<file path="config.mk">
export PLATFORM = sky130hd
export DESIGN_NAME = playfair_digraph_encrypt
export DESIGN_NICKNAME = d
export VERILOG_FILES = /design/src/hw/rtl/pfe_pkg.sv /design/src/hw/rtl/pfe_dp.sv /design/src/hw/rtl/pfe_ctrl.sv /design/src/hw/rtl/playfair_digraph_encrypt.sv
export SDC_FILE = /design/constraint.sdc
export NUM_CORES = 1
export LEC_CHECK = 0
export ABC_AREA = 1
export BUFFER_PORTS_ARGS = -buffer_cell sky130_fd_sc_hd__buf_2
export CAP_MARGIN = 20
export CORE_ASPECT_RATIO = 1.2
export CORE_MARGIN = 2
export CORE_UTILIZATION = 37
export DETAILED_ROUTE_END_ITERATION = 10
export GPL_ROUTABILITY_DRIVEN = 1
export HOLD_SLACK_MARGIN = 0.02
export PLACE_DENSITY = 0.6
export SLEW_MARGIN = 20
export SYNTH_ARGS = -nofsm -noshare
export SYNTH_HDL_FRONTEND = slang
export SYNTH_SLANG_ARGS = --single-unit
</file>
<file path="constraint.sdc">
create_clock -name aclk -period 4.2 [get_ports aclk]
set_clock_uncertainty 0.1 [all_clocks]
set_input_delay 0.42 -clock aclk [delete_from_list [all_inputs] [get_ports aclk]]
set_output_delay 0.42 -clock aclk [all_outputs]
set_load 0.05 [all_outputs]
</file>
<file path="src/hw/rtl/pfe_pkg.sv">
// ----------------------------------------------------------------------------
// pfe_pkg
// Shared codes, types and helpers for the Playfair digraph encryptor.
// ----------------------------------------------------------------------------
package pfe_pkg;

    localparam int LETTER_W = 5;
    localparam int CMD_W    = 2;

    // Command codes carried on the input side-band.
    localparam logic [CMD_W-1:0] CMD_CLEAR = 2'd0;
    localparam logic [CMD_W-1:0] CMD_KEY   = 2'd1;
    localparam logic [CMD_W-1:0] CMD_TEXT  = 2'd2;
    localparam logic [CMD_W-1:0] CMD_END   = 2'd3;

    localparam logic [LETTER_W-1:0] LETTER_I    = 5'd8;
    localparam logic [LETTER_W-1:0] LETTER_J    = 5'd9;
    localparam logic [LETTER_W-1:0] LETTER_MAX  = 5'd25;
    localparam logic [LETTER_W-1:0] PAD_RESET   = 5'd23;
    localparam int                  ALPHA_SIZE  = 26;
    localparam int                  SQUARE_SIZE = 25;
    localparam logic [2:0]          SIDE_LAST   = 3'd4;
    localparam logic [2:0]          SIDE_END    = 3'd5;

    // Controller to datapath commands.
    typedef struct packed {
        logic latch;
        logic clear;
        logic place_key;
        logic fill_start;
        logic fill_step;
        logic set_pending;
        logic clr_pending;
        logic set_held;
        logic clr_held;
        logic pos_rd_a;
        logic pos_rd_b;
        logic b_is_pad;
        logic sq_rd_a;
        logic sq_rd_b;
        logic cap_second;
        logic out_first;
        logic out_second;
    } pfe_cmd_t;

    // Datapath to controller status.
    typedef struct packed {
        logic [CMD_W-1:0] cmd;
        logic             letter_ok;
        logic             square_done;
        logic             pending_valid;
        logic             held_valid;
        logic             letter_eq_pending;
        logic             fill_end;
        logic             out_free;
    } pfe_status_t;

    function automatic logic [LETTER_W-1:0] fold_letter(input logic [LETTER_W-1:0] c);
        return (c == LETTER_J) ? LETTER_I : c;
    endfunction

endpackage

</file>
<file path="src/hw/rtl/pfe_dp.sv">
// ----------------------------------------------------------------------------
// pfe_dp
// Datapath: key square and letter position memories, fill walker, pending
// and held state, pair encoder and the output register.
// ----------------------------------------------------------------------------
module pfe_dp
    import pfe_pkg::*;
(
    input  logic                aclk,
    input  logic                aresetn,
    input  logic                cfg_we,
    input  logic [LETTER_W-1:0] cfg_wdata,
    input  logic [CMD_W-1:0]    in_cmd,
    input  logic [LETTER_W-1:0] in_letter,
    input  pfe_cmd_t            ctl,
    output pfe_status_t         status,
    input  logic                m_tready,
    output logic                m_tvalid,
    output logic [LETTER_W-1:0] m_letter,
    output logic                m_last
);

    typedef struct packed {
        logic [2:0] row;
        logic [2:0] col;
    } pos_t;

    function automatic logic [2:0] inc5(input logic [2:0] v);
        return (v == SIDE_LAST) ? 3'd0 : v + 3'd1;
    endfunction

    function automatic logic [LETTER_W-1:0] lin_addr(input logic [2:0] row,
                                                     input logic [2:0] col);
        return {row, 2'b00} + {2'b00, row} + {2'b00, col};
    endfunction

    // Cipher position of the letter at "own" given its partner at "other".
    function automatic logic [LETTER_W-1:0] sq_addr(input pos_t own, input pos_t other);
        logic [LETTER_W-1:0] a;
        if (own.row == other.row) begin
            a = lin_addr(own.row, inc5(own.col));
        end else if (own.col == other.col) begin
            a = lin_addr(inc5(own.row), own.col);
        end else begin
            a = lin_addr(own.row, other.col);
        end
        return a;
    endfunction

    logic [LETTER_W-1:0] square_mem [SQUARE_SIZE];
    pos_t                pos_mem    [ALPHA_SIZE];

    logic [CMD_W-1:0]    cmd_reg;
    logic [LETTER_W-1:0] letter_reg;
    logic                letter_ok_reg;
    logic [LETTER_W-1:0] pad_reg, pad_next;
    logic [ALPHA_SIZE-1:0] used_reg, used_next;
    logic [2:0]          fill_row_reg, fill_row_next;
    logic [2:0]          fill_col_reg, fill_col_next;
    logic [LETTER_W-1:0] fill_cnt_reg;
    logic                done_reg, done_next;
    logic [LETTER_W-1:0] pending_reg;
    logic                pending_valid_reg, pending_valid_next;
    logic                held_valid_reg, held_valid_next;
    pos_t                pos_rd_reg, pa_reg, pb_reg;
    logic [LETTER_W-1:0] sq_rd_reg;
    logic [LETTER_W-1:0] first_reg, second_reg;
    logic                m_tvalid_reg, m_tvalid_next;
    logic [LETTER_W-1:0] m_letter_reg;
    logic                m_last_reg;

    logic [LETTER_W-1:0] pad_code;
    logic [LETTER_W-1:0] place_letter;
    logic                place_go;
    logic [LETTER_W-1:0] pos_addr;
    logic [LETTER_W-1:0] sq_rd_addr;
    logic                out_free;

    assign pad_code     = fold_letter((pad_reg > LETTER_MAX) ? PAD_RESET : pad_reg);
    assign place_letter = ctl.place_key ? letter_reg : fill_cnt_reg;
    assign place_go     = (ctl.place_key || (ctl.fill_step && fill_cnt_reg != LETTER_J))
                          && !used_reg[place_letter] && (fill_row_reg != SIDE_END);
    assign pos_addr     = ctl.pos_rd_a ? pending_reg : (ctl.b_is_pad ? pad_code : letter_reg);
    assign sq_rd_addr   = ctl.sq_rd_a ? sq_addr(pa_reg, pos_rd_reg) : sq_addr(pb_reg, pa_reg);
    assign out_free     = !m_tvalid_reg || m_tready;

    always_comb begin
        pad_next           = cfg_we ? cfg_wdata : pad_reg;
        used_next          = used_reg;
        fill_row_next      = fill_row_reg;
        fill_col_next      = fill_col_reg;
        done_next          = done_reg;
        pending_valid_next = pending_valid_reg;
        held_valid_next    = held_valid_reg;
        if (place_go) begin
            used_next[place_letter] = 1'b1;
            if (fill_col_reg == SIDE_LAST) begin
                fill_col_next = 3'd0;
                fill_row_next = fill_row_reg + 3'd1;
            end else begin
                fill_col_next = fill_col_reg + 3'd1;
            end
        end
        if (ctl.fill_step && fill_cnt_reg == LETTER_MAX) begin
            done_next = 1'b1;
        end
        if (ctl.set_pending) begin
            pending_valid_next = 1'b1;
        end
        if (ctl.clr_pending) begin
            pending_valid_next = 1'b0;
        end
        if (ctl.set_held) begin
            held_valid_next = 1'b1;
        end
        if (ctl.clr_held) begin
            held_valid_next = 1'b0;
        end
        if (ctl.clear) begin
            used_next          = '0;
            fill_row_next      = 3'd0;
            fill_col_next      = 3'd0;
            done_next          = 1'b0;
            pending_valid_next = 1'b0;
            held_valid_next    = 1'b0;
        end
        m_tvalid_next = m_tready ? 1'b0 : m_tvalid_reg;
        if (ctl.out_first || ctl.out_second) begin
            m_tvalid_next = 1'b1;
        end
    end

    always_ff @(posedge aclk) begin
        if (!aresetn) begin
            pad_reg           <= PAD_RESET;
            used_reg          <= '0;
            fill_row_reg      <= 3'd0;
            fill_col_reg      <= 3'd0;
            done_reg          <= 1'b0;
            pending_valid_reg <= 1'b0;
            held_valid_reg    <= 1'b0;
            m_tvalid_reg      <= 1'b0;
        end else begin
            pad_reg           <= pad_next;
            used_reg          <= used_next;
            fill_row_reg      <= fill_row_next;
            fill_col_reg      <= fill_col_next;
            done_reg          <= done_next;
            pending_valid_reg <= pending_valid_next;
            held_valid_reg    <= held_valid_next;
            m_tvalid_reg      <= m_tvalid_next;
        end
    end

    // Payload registers.
    always_ff @(posedge aclk) begin
        if (ctl.latch) begin
            cmd_reg       <= in_cmd;
            letter_reg    <= fold_letter(in_letter);
            letter_ok_reg <= (in_letter <= LETTER_MAX);
        end
        if (ctl.fill_start) begin
            fill_cnt_reg <= '0;
        end else if (ctl.fill_step) begin
            fill_cnt_reg <= fill_cnt_reg + 5'd1;
        end
        if (ctl.set_pending) begin
            pending_reg <= letter_reg;
        end
        if (ctl.pos_rd_b) begin
            pa_reg <= pos_rd_reg;
        end
        if (ctl.sq_rd_a) begin
            pb_reg <= pos_rd_reg;
        end
        if (ctl.sq_rd_b) begin
            first_reg <= sq_rd_reg;
        end
        if (ctl.cap_second) begin
            second_reg <= sq_rd_reg;
        end
        if (ctl.out_first) begin
            m_letter_reg <= first_reg;
            m_last_reg   <= 1'b0;
        end else if (ctl.out_second) begin
            m_letter_reg <= second_reg;
            m_last_reg   <= (cmd_reg == CMD_END);
        end
    end

    // Memories: one write and one registered read each.
    always_ff @(posedge aclk) begin
        if (place_go) begin
            square_mem[lin_addr(fill_row_reg, fill_col_reg)] <= place_letter;
            pos_mem[place_letter] <= '{row: fill_row_reg, col: fill_col_reg};
        end
        if (ctl.pos_rd_a || ctl.pos_rd_b) begin
            pos_rd_reg <= pos_mem[pos_addr];
        end
        if (ctl.sq_rd_a || ctl.sq_rd_b) begin
            sq_rd_reg <= square_mem[sq_rd_addr];
        end
    end

    assign status.cmd               = cmd_reg;
    assign status.letter_ok         = letter_ok_reg;
    assign status.square_done       = done_reg;
    assign status.pending_valid     = pending_valid_reg;
    assign status.held_valid        = held_valid_reg;
    assign status.letter_eq_pending = (letter_reg == pending_reg);
    assign status.fill_end          = (fill_cnt_reg == LETTER_MAX);
    assign status.out_free          = out_free;

    assign m_tvalid = m_tvalid_reg;
    assign m_letter = m_letter_reg;
    assign m_last   = m_last_reg;

endmodule

</file>
<file path="src/hw/rtl/pfe_ctrl.sv">
// ----------------------------------------------------------------------------
// pfe_ctrl
// Controller: sequences one request at a time through key placement,
// alphabet fill, pair encoding and the two output letters.
// ----------------------------------------------------------------------------
module pfe_ctrl
    import pfe_pkg::*;
(
    input  logic        aclk,
    input  logic        aresetn,
    input  logic        s_tvalid,
    output logic        s_tready,
    input  pfe_status_t status,
    output pfe_cmd_t    ctl
);

    typedef enum logic [3:0] {
        S_IDLE,
        S_DECIDE,
        S_FILL,
        S_TEXT,
        S_POS_A,
        S_POS_B,
        S_SQ_A,
        S_SQ_B,
        S_SQ_DONE,
        S_EMIT1,
        S_EMIT2
    } state_t;

    state_t state_reg, state_next;
    logic   is_end;
    logic   pad_pair;

    assign is_end   = (status.cmd == CMD_END);
    // The second letter is the pad at message end and for a doubled letter.
    assign pad_pair = is_end || status.letter_eq_pending;
    assign s_tready = (state_reg == S_IDLE);

    always_comb begin
        ctl        = '0;
        state_next = state_reg;
        case (state_reg)
            S_IDLE: begin
                if (s_tvalid) begin
                    ctl.latch  = 1'b1;
                    state_next = S_DECIDE;
                end
            end
            S_DECIDE: begin
                state_next = S_IDLE;
                case (status.cmd)
                    CMD_CLEAR: begin
                        ctl.clear = 1'b1;
                    end
                    CMD_KEY: begin
                        ctl.place_key = status.letter_ok && !status.square_done;
                    end
                    CMD_TEXT: begin
                        if (status.letter_ok) begin
                            if (status.square_done) begin
                                state_next = S_TEXT;
                            end else begin
                                ctl.fill_start = 1'b1;
                                state_next     = S_FILL;
                            end
                        end
                    end
                    default: begin
                        if (status.held_valid) begin
                            ctl.clr_held    = 1'b1;
                            ctl.clr_pending = 1'b1;
                            state_next      = S_EMIT1;
                        end else if (status.pending_valid) begin
                            if (status.square_done) begin
                                state_next = S_POS_A;
                            end else begin
                                ctl.fill_start = 1'b1;
                                state_next     = S_FILL;
                            end
                        end
                    end
                endcase
            end
            S_FILL: begin
                ctl.fill_step = 1'b1;
                if (status.fill_end) begin
                    state_next = is_end ? S_POS_A : S_TEXT;
                end
            end
            S_TEXT: begin
                if (!status.pending_valid) begin
                    ctl.set_pending = 1'b1;
                    if (status.held_valid) begin
                        ctl.clr_held = 1'b1;
                        state_next   = S_EMIT1;
                    end else begin
                        state_next = S_IDLE;
                    end
                end else begin
                    state_next = S_POS_A;
                end
            end
            S_POS_A: begin
                ctl.pos_rd_a = 1'b1;
                state_next   = S_POS_B;
            end
            S_POS_B: begin
                ctl.pos_rd_b = 1'b1;
                ctl.b_is_pad = pad_pair;
                state_next   = S_SQ_A;
            end
            S_SQ_A: begin
                ctl.sq_rd_a = 1'b1;
                state_next  = S_SQ_B;
            end
            S_SQ_B: begin
                ctl.sq_rd_b = 1'b1;
                state_next  = S_SQ_DONE;
            end
            S_SQ_DONE: begin
                ctl.cap_second = 1'b1;
                if (is_end) begin
                    ctl.clr_pending = 1'b1;
                    state_next      = S_EMIT1;
                end else if (status.letter_eq_pending) begin
                    state_next = S_EMIT1;
                end else begin
                    // A completed pair waits until the next text letter or the end.
                    ctl.set_held    = 1'b1;
                    ctl.clr_pending = 1'b1;
                    state_next      = S_IDLE;
                end
            end
            S_EMIT1: begin
                if (status.out_free) begin
                    ctl.out_first = 1'b1;
                    state_next    = S_EMIT2;
                end
            end
            S_EMIT2: begin
                if (status.out_free) begin
                    ctl.out_second = 1'b1;
                    state_next     = S_IDLE;
                end
            end
            default: begin
                state_next = S_IDLE;
            end
        endcase
    end

    always_ff @(posedge aclk) begin
        if (!aresetn) begin
            state_reg <= S_IDLE;
        end else begin
            state_reg <= state_next;
        end
    end

endmodule

</file>
<file path="src/hw/rtl/playfair_digraph_encrypt.sv">
// ----------------------------------------------------------------------------
// playfair_digraph_encrypt
// Playfair encryptor over letter codes a=0 to z=25 with a 5x5 key square.
// ----------------------------------------------------------------------------
// One request is handled at a time. A clear, a key letter, an ignored letter
// or an end with nothing left is finished in the decide state. A text letter
// may only become the pending letter, or may also release a held pair, which
// then waits on output stalls. A text letter that completes a pair is encoded
// and the pair is held; a doubled letter is encoded with the pad and sent,
// subject to output stalls. The pair encoder reads the position memory twice
// and the square memory twice through single read ports. An end of message
// sends a held pair, or encodes a pending letter with the pad and sends it,
// subject to output stalls. The first text letter after a clear also walks
// the alphabet once to complete the square. The output register lets the
// next request be accepted while the last letter waits.
module playfair_digraph_encrypt
    import pfe_pkg::*;
(
    input  logic                aclk,
    input  logic                aresetn,
    input  logic                cfg_we,
    input  logic [LETTER_W-1:0] cfg_wdata,     // pad_letter
    input  logic                s_tvalid,
    output logic                s_tready,
    input  logic [7:0]          s_tdata,       // [4:0] letter
    input  logic [CMD_W-1:0]    s_tuser,       // [1:0] cmd
    output logic                m_tvalid,
    input  logic                m_tready,
    output logic [7:0]          m_tdata,       // [4:0] cipher_letter
    output logic                m_tlast
);

    pfe_cmd_t            ctl;
    pfe_status_t         status;
    logic [LETTER_W-1:0] m_letter;

    pfe_ctrl u_ctrl (
        .aclk     (aclk),
        .aresetn  (aresetn),
        .s_tvalid (s_tvalid),
        .s_tready (s_tready),
        .status   (status),
        .ctl      (ctl)
    );

    pfe_dp u_dp (
        .aclk      (aclk),
        .aresetn   (aresetn),
        .cfg_we    (cfg_we),
        .cfg_wdata (cfg_wdata),
        .in_cmd    (s_tuser),
        .in_letter (s_tdata[LETTER_W-1:0]),
        .ctl       (ctl),
        .status    (status),
        .m_tready  (m_tready),
        .m_tvalid  (m_tvalid),
        .m_letter  (m_letter),
        .m_last    (m_tlast)
    );

    assign m_tdata = {3'b000, m_letter};

endmodule
</file>
Word level (Yosys, flattened, before mapping). Memory sizes are Yosys's and may differ from the RTL's. A register that Yosys moved wholly into a read port is not among the register bits. Cells that the tools add are included.

Magnitude comparators: 4. $add $sub $neg: 19. Equality and inequality tests: 32. Muxes and demuxes: 71. Reductions and logical operators: 26. Bitwise logic cells: 2.

Operators by type and width (number): 5-bit by 3-bit adder with 5-bit output (12); 5-bit 2-to-1 mux (12); 4-bit one-hot mux with 11 select lines (1); 4-bit 2-to-1 mux (10); 1-bit 2-to-1 mux (31); 3-bit 2-to-1 mux (9); 26-bit bitwise OR (1); 3-bit by 1-bit adder with 3-bit output (second input constant) (6); 4-bit by 3-bit equality test with 1-bit output (second input constant) (4); 3-bit equality test (second input constant) (5); 3-bit equality test (4); 4-bit equality test (second input constant) (3); 5-bit by 4-bit equality test with 1-bit output (second input constant) (2); 3-bit OR reduction (3); 4-bit by 2-bit equality test with 1-bit output (second input constant) (2); 4-bit one-hot mux with 2 select lines (1); 1-bit logical AND (6); 1-bit logical OR (6); 5-bit by 6-bit < comparator with 1-bit output (second input constant) (1); 1-bit one-hot mux with 2 select lines (3); 5-bit by 1-bit adder with 5-bit output (second input constant) (1); 1-bit binary-select mux with 5-bit select (1); 1-bit demux with 5-bit select (1); 5-bit equality test (1); other kinds (20) (28).

Output and inout bits: 11. Memory bits (writable): 281. Bits in registers: 91. Memories kept: 2. Word-level logic and storage cells: 178. Bits of input ports: 20.

Memories: u_dp.pos_mem (words 26, width 6, read ports 1, clocked after Yosys merged registers in 1, wr ports 1, line pfe_dp.sv:51) `pos_t pos_mem [ALPHA_SIZE];`; u_dp.square_mem (words 25, width 5, read ports 1, clocked after Yosys merged registers in 1, wr ports 1, line pfe_dp.sv:50) `logic [LETTER_W-1:0] square_mem [SQUARE_SIZE];`.

Longest topological paths before layout.
Depth after elaboration: 13. Gate-level depth with buffers: 21. Mapped depth without buffers: 21.

Modules after synthesis. Synthesis repeated with hierarchy kept, for this count alone.

Cell total of the unflattened synthesis: 1881. Area, all modules: 18482.7 um2.

Modules (own cells, without submodules): pfe_dp (instances 1, cells each 1765, area each 17908.4 um2, seq. area each 10910.5 um2); pfe_ctrl (instances 1, cells each 112, area each 548.0 um2, seq. area each 80.1 um2); playfair_digraph_encrypt (instances 1, cells each 4, area each 26.3 um2, seq. area each 0.0 um2).

Worst setup path before layout. Ideal clock, no wire load.

Kind: reg-to-reg. From: register u_dp.pa_reg[4] (netlist name). To: register u_dp.sq_rd_reg[2] (read register of u_dp.square_mem) (data pin). Data required time: 3.847 ns. Arrival: 3.114 ns. Setup slack: 0.734 ns. Cell stages (with the launch flop): 18. Setup time: 0.253 ns. Buffers on the path: 1. Clock period less this slack: 3.466 ns. Cells stage by stage: edfxtp_1 -> inv_1 -> ha_1 -> o21ai_0 -> o21a_1 -> inv_1 -> fa_1 -> fa_1 -> o21ai_0 -> nand2_1 -> nand3_1 -> nand2_1 -> clkbuf_1 -> nand3_1 -> nand3_1 -> nand2_1 -> nand2_1 -> nand2_1.

Word-level cells in the longest chain between the ends: 7. Elaborated cells between the ends (all ways): 14. Classes of those cells: add/sub (6); eq/ne (3); mux (5).

RTL lines: start, declared (line pfe_dp.sv:65) `pos_t pos_rd_reg, pa_reg, pb_reg;`; start signal, assigned (line pfe_dp.sv:171) `pa_reg <= pos_rd_reg;`; 3-bit by 1-bit adder with 3-bit output / 3-bit equality test (equally long branches) (line pfe_dp.sv:29) `return (v == SIDE_LAST) ? 3'd0 : v + 3'd1;`; 3-bit 2-to-1 mux (line pfe_dp.sv:29); 5-bit by 3-bit adder with 5-bit output (2 in a row) (line pfe_dp.sv:34) `return {row, 2'b00} + {2'b00, row} + {2'b00, col};`; 5-bit 2-to-1 mux (line pfe_dp.sv:42) `end else if (own.col == other.col) begin`; 5-bit 2-to-1 mux (line pfe_dp.sv:40) `if (own.row == other.row) begin`; 5-bit 2-to-1 mux * (line pfe_dp.sv:84) `assign sq_rd_addr = ctl.sq_rd_a ? sq_addr(pa_reg, pos_rd_reg) : sq_addr(pb_reg, pa_reg);`; end, declared (line pfe_dp.sv:66) `logic [LETTER_W-1:0] sq_rd_reg;`.

Mark *: on every way between the ends. The rest lies on a longest branch, timed or not. A chain may end at the register's enable or synchronous reset.

Worst setup path in the final report.
From: register u_ctrl.state_reg[1]. To: memory u_dp.square_mem[3][3], enable pin.

Word-level cells in the longest chain between the ends: 10. Elaborated cells between the ends (all ways): 14. Classes of those cells: eq/ne (2); mux (7); reduce/logical (5).

RTL lines: start, declared (line pfe_ctrl.sv:31) `state_t state_reg, state_next;`; start signal, assigned (line pfe_ctrl.sv:157) `state_reg <= state_next;`; 4-bit by 1-bit equality test with 1-bit output (line pfe_ctrl.sv:43) `case (state_reg)`; 3-bit 2-to-1 mux (line pfe_ctrl.sv:43); 5-bit 2-to-1 mux (line pfe_dp.sv:80) `assign place_letter = ctl.place_key ? letter_reg : fill_cnt_reg;`; 1-bit binary-select mux with 5-bit select (line pfe_dp.sv:82) `&& !used_reg[place_letter] && (fill_row_reg != SIDE_END);`; 1-bit 2-to-1 mux (implied by the code) (line pfe_dp.sv:82); 1-bit logical NOT (line pfe_dp.sv:82); 1-bit logical AND * (2 in a row) (line pfe_dp.sv:82); 1-bit 2-to-1 mux * (line pfe_dp.sv:193) `if (place_go) begin`; 1-bit 2-to-1 mux (implied by the code) * (line pfe_dp.sv:194) `square_mem[lin_addr(fill_row_reg, fill_col_reg)] <= place_letter;`; end, declared (line pfe_dp.sv:50).

Mark *: on every way between the ends. The rest lies on a longest branch, timed or not. The select of a mux whose other input is x is not followed.

==> impl_metrics.py <==
metrics = {
    "power_and_ir_drop": {
        "leakage_uw": 0.00866,
        "p_per_area_nw_per_um2": 397,
        "power.total_uw": 8400,
        "ir_drop_v": 0.000306,
    },
    "timing": {
        "slew_viol_final": 0,
        "setup-violations-final": 0,
        "grt_setup_unrepaired": "true",
        "period_needed_ns": 3.95,
        "clock.fmax_ghz": 0.253,
        "slew_headroom_pct": 45.7,
        "finalCritPeriodShare_pct": 94.0,
        "worst_pin_slew_ns": 0.809,
        "final_hold_viol_count": 0,
    },
    "cells_and_area": {
        "drive_gt1_share_pct": 8.30,
        "final_common_cell": "nand2_1",
        "layout_common_cells": "389 x nand2_1, 332 x edfxtp_1, 301 x inv_1, 298 x nand3_1, 135 x nor2_1",
        "nNetsFinal": 2081,
        "antenna_cells": 0,
        "multi_input_area_sq_um": 6390,
        "final_util_pct": 42.0,
        "syn_to_final_growth_pct": 12.1,
        "largest_reg_flops": 156,
        "n_fill_cell": 4829,
        "regArea_sq_um": 11000,
    },
    "clocking": {
        "clockBufferDepth": 3,
        "cts_sinks": 383,
        "cts_max_level": 2,
        "path_clk_slew_ns": 0.06,
        "cts_tree": "yes",
        "post_cts_buffers": 0,
        "numCtsBuffers": 39,
        "root_buffer": "clkbuf_16",
        "insertion_delay_ns": 0.56,
    },
    "global_routing": {
        "grt_pass1_vias": 13200,
        "grt_max_degree": 73,
        "grt.overflow.total": 0,
        "track_usage_pct": 16.9,
        "grt_pass1_wl_mm": 70.3,
        "antenna_found_initial": 0,
    },
    "worst_hold_path": {
        "min_path_type": "in2reg",
    },
    "synth": {
        "ys_types": 48,
        "synth-edff-count": 332,
        "ys_seq_area_share_pct": 58.3,
        "ys_ff_latch": 383,
        "synth.cell_area_sq_um": 18800,
        "synthFlopType": "edfxtp_1",
        "postSynthCellCount": 1961,
        "async_reset_ff_share_pct": 0,
        "postSynthAreaPerCell_sq_um": 9.61,
        "yosysWarnings": 0,
    },
    "die": {
        "die_x_um": 210,
        "ios": 31,
        "rows": 90,
        "start_util_pct": 37.4,
        "die_area_sq_um": 52800,
        "core_sq_um": 50300,
        "die_y_um": 251,
    },
    "placed_design": {
        "io_buffer_count": 24,
        "dp_hpwl_mm": 29.4,
        "place_congestion": 0.841,
    },
    "run": {
        "maxCapViolCount": 0,
    },
    "worst_setup_path": {
        "end_kind": "flop",
        "worstSetupStartpointType": "flop",
        "path_max_fanout": 13,
        "worstPathRequired_ns": 4.31,
        "crit_arrival_ns": 4.06,
        "critPathKind": "reg2reg",
    },
    "drt": {
        "num_vias": 13400,
        "wl_per_cell_um": 16.7,
        "drt_iter0_markers": 991,
        "drt-total-wl_mm": 44.7,
        "drcViolationCount": 0,
        "first_pass_iters": 5,
        "vias_per_cell": 5.01,
        "antenna_left": 0,
    },
    "status": {
        "run_status": "completed",
    },
}
## per-layer routing
metal / up-vias / GRT usage (%) / part of all wire (%)
li1: 6653 / - / -
met1: 6376 / 22.1 / 43
met2: 340 / 29.1 / 49
met3: 63 / 2.10 / 4.7
met4: 0 / 6.04 / 2.8
met5: - / 0 / 0
## critical path, stage by stage (launching register included)
cell and delay, ns:
dfxtp_1 0.36, inv_2 0.09, nand2_2 0.11, nor2_4 0.20
nand3_2 0.27, buf_4 0.26, o21ai_4 0.30, nor2_1 0.17
nand2_1 0.09, nand3_1 0.07, nand2_1 0.06, nand2_1 0.09
nor2_4 0.12, nand2_4 0.06, inv_2 0.23, nand3_1 0.47
nor2_1 0.51
## repair_timing
item                                    CTS  global route
endpoints found under the hold margin    10             0
endpoints found under the setup margin    0            42
gates resized for setup                   0             1
hold buffers                             10             0
## Yosys cell counts (all sizes together), types with 21 or more instances
cell	n	share of area, %
nor2	138	2.9
o21ai	61	1.8
nand3b	69	2.7
xnor2	21	0.98
o211ai	29	1.2
edfxtp	332	53
ha	45	3.0
inv	307	6.1
nand3	303	8.2
a21oi	57	1.5
clkbuf	54	1.1
nand2	400	8.1
buf	23	0.74
dfxtp	51	5.4
## where the power goes
| group | internal [uW] | switching [uW] |
|---|---|---|
| sequential | 4230 | 34.7 |
| clock | 1900 | 1440 |
| combinational | 186 | 604 |
## final timing paths
check                           slack (ns)  cells past startpoint                              end                              from
worst min-delay path                  0.07                      2     u_dp.pad_reg[4]$_SDFFE_PN1P_                            cfg_we
worst max register to register        0.25                     16  u_dp.square_mem[3][3]$_DFFE_PP_  u_ctrl.state_reg[1]$_SDFFE_PN0P_
worst min register to register        0.35                      2    u_dp.used_reg[5]$_SDFFE_PP0P_     u_dp.used_reg[5]$_SDFFE_PP0P_
worst max-delay path                  0.25                     16  u_dp.square_mem[3][3]$_DFFE_PP_  u_ctrl.state_reg[1]$_SDFFE_PN0P_
## through the flow
step	hold slack (ns)	setup slack, ns	setup TNS, ns	instances	area, sq um
floorplan	0.321	0.734	0	1963	18900
global placement	0.340	0.221	0	2598	19800
detailed placement	0.343	0.158	0	2598	19800
CTS	0.0413	0.162	0	2679	21100
global route	0.0552	-0.0703	-1.27	2680	21100
finish	0.0727	0.252	0	2680	21100
## cell type report
type / instances / area share [%]
Timing Repair Buffer: 78 / 2.67
Multi-Input combinational cell: 1194 / 30.2
Tap cell: 644 / 3.81
Inverter: 310 / 5.53
Clock buffer: 58 / 5.05
Clock inverter: 13 / 0.681
Sequential cell: 383 / 52.0
## logic make-up (layout without fill, tap and decap cells)
| logic type | Yosys count | after routing | synth area share [%] |
|---|---|---|---|
| buffers and inverters | 387 | 459 | 7.99 |
| and+or+nand+nor | 933 | 933 | 22.6 |
| other | 1 | 3 | 0.0199 |
| adders and majority gates | 55 | 55 | 4.05 |
| xor gates and xnor gates | 28 | 28 | 1.30 |
| AOI/OAI and AO/OA | 169 | 170 | 5.39 |
| DFF | 383 | 383 | 58.3 |
| muxes | 5 | 5 | 0.299 |
Note: power is estimated with default switching activity, not from simulation.
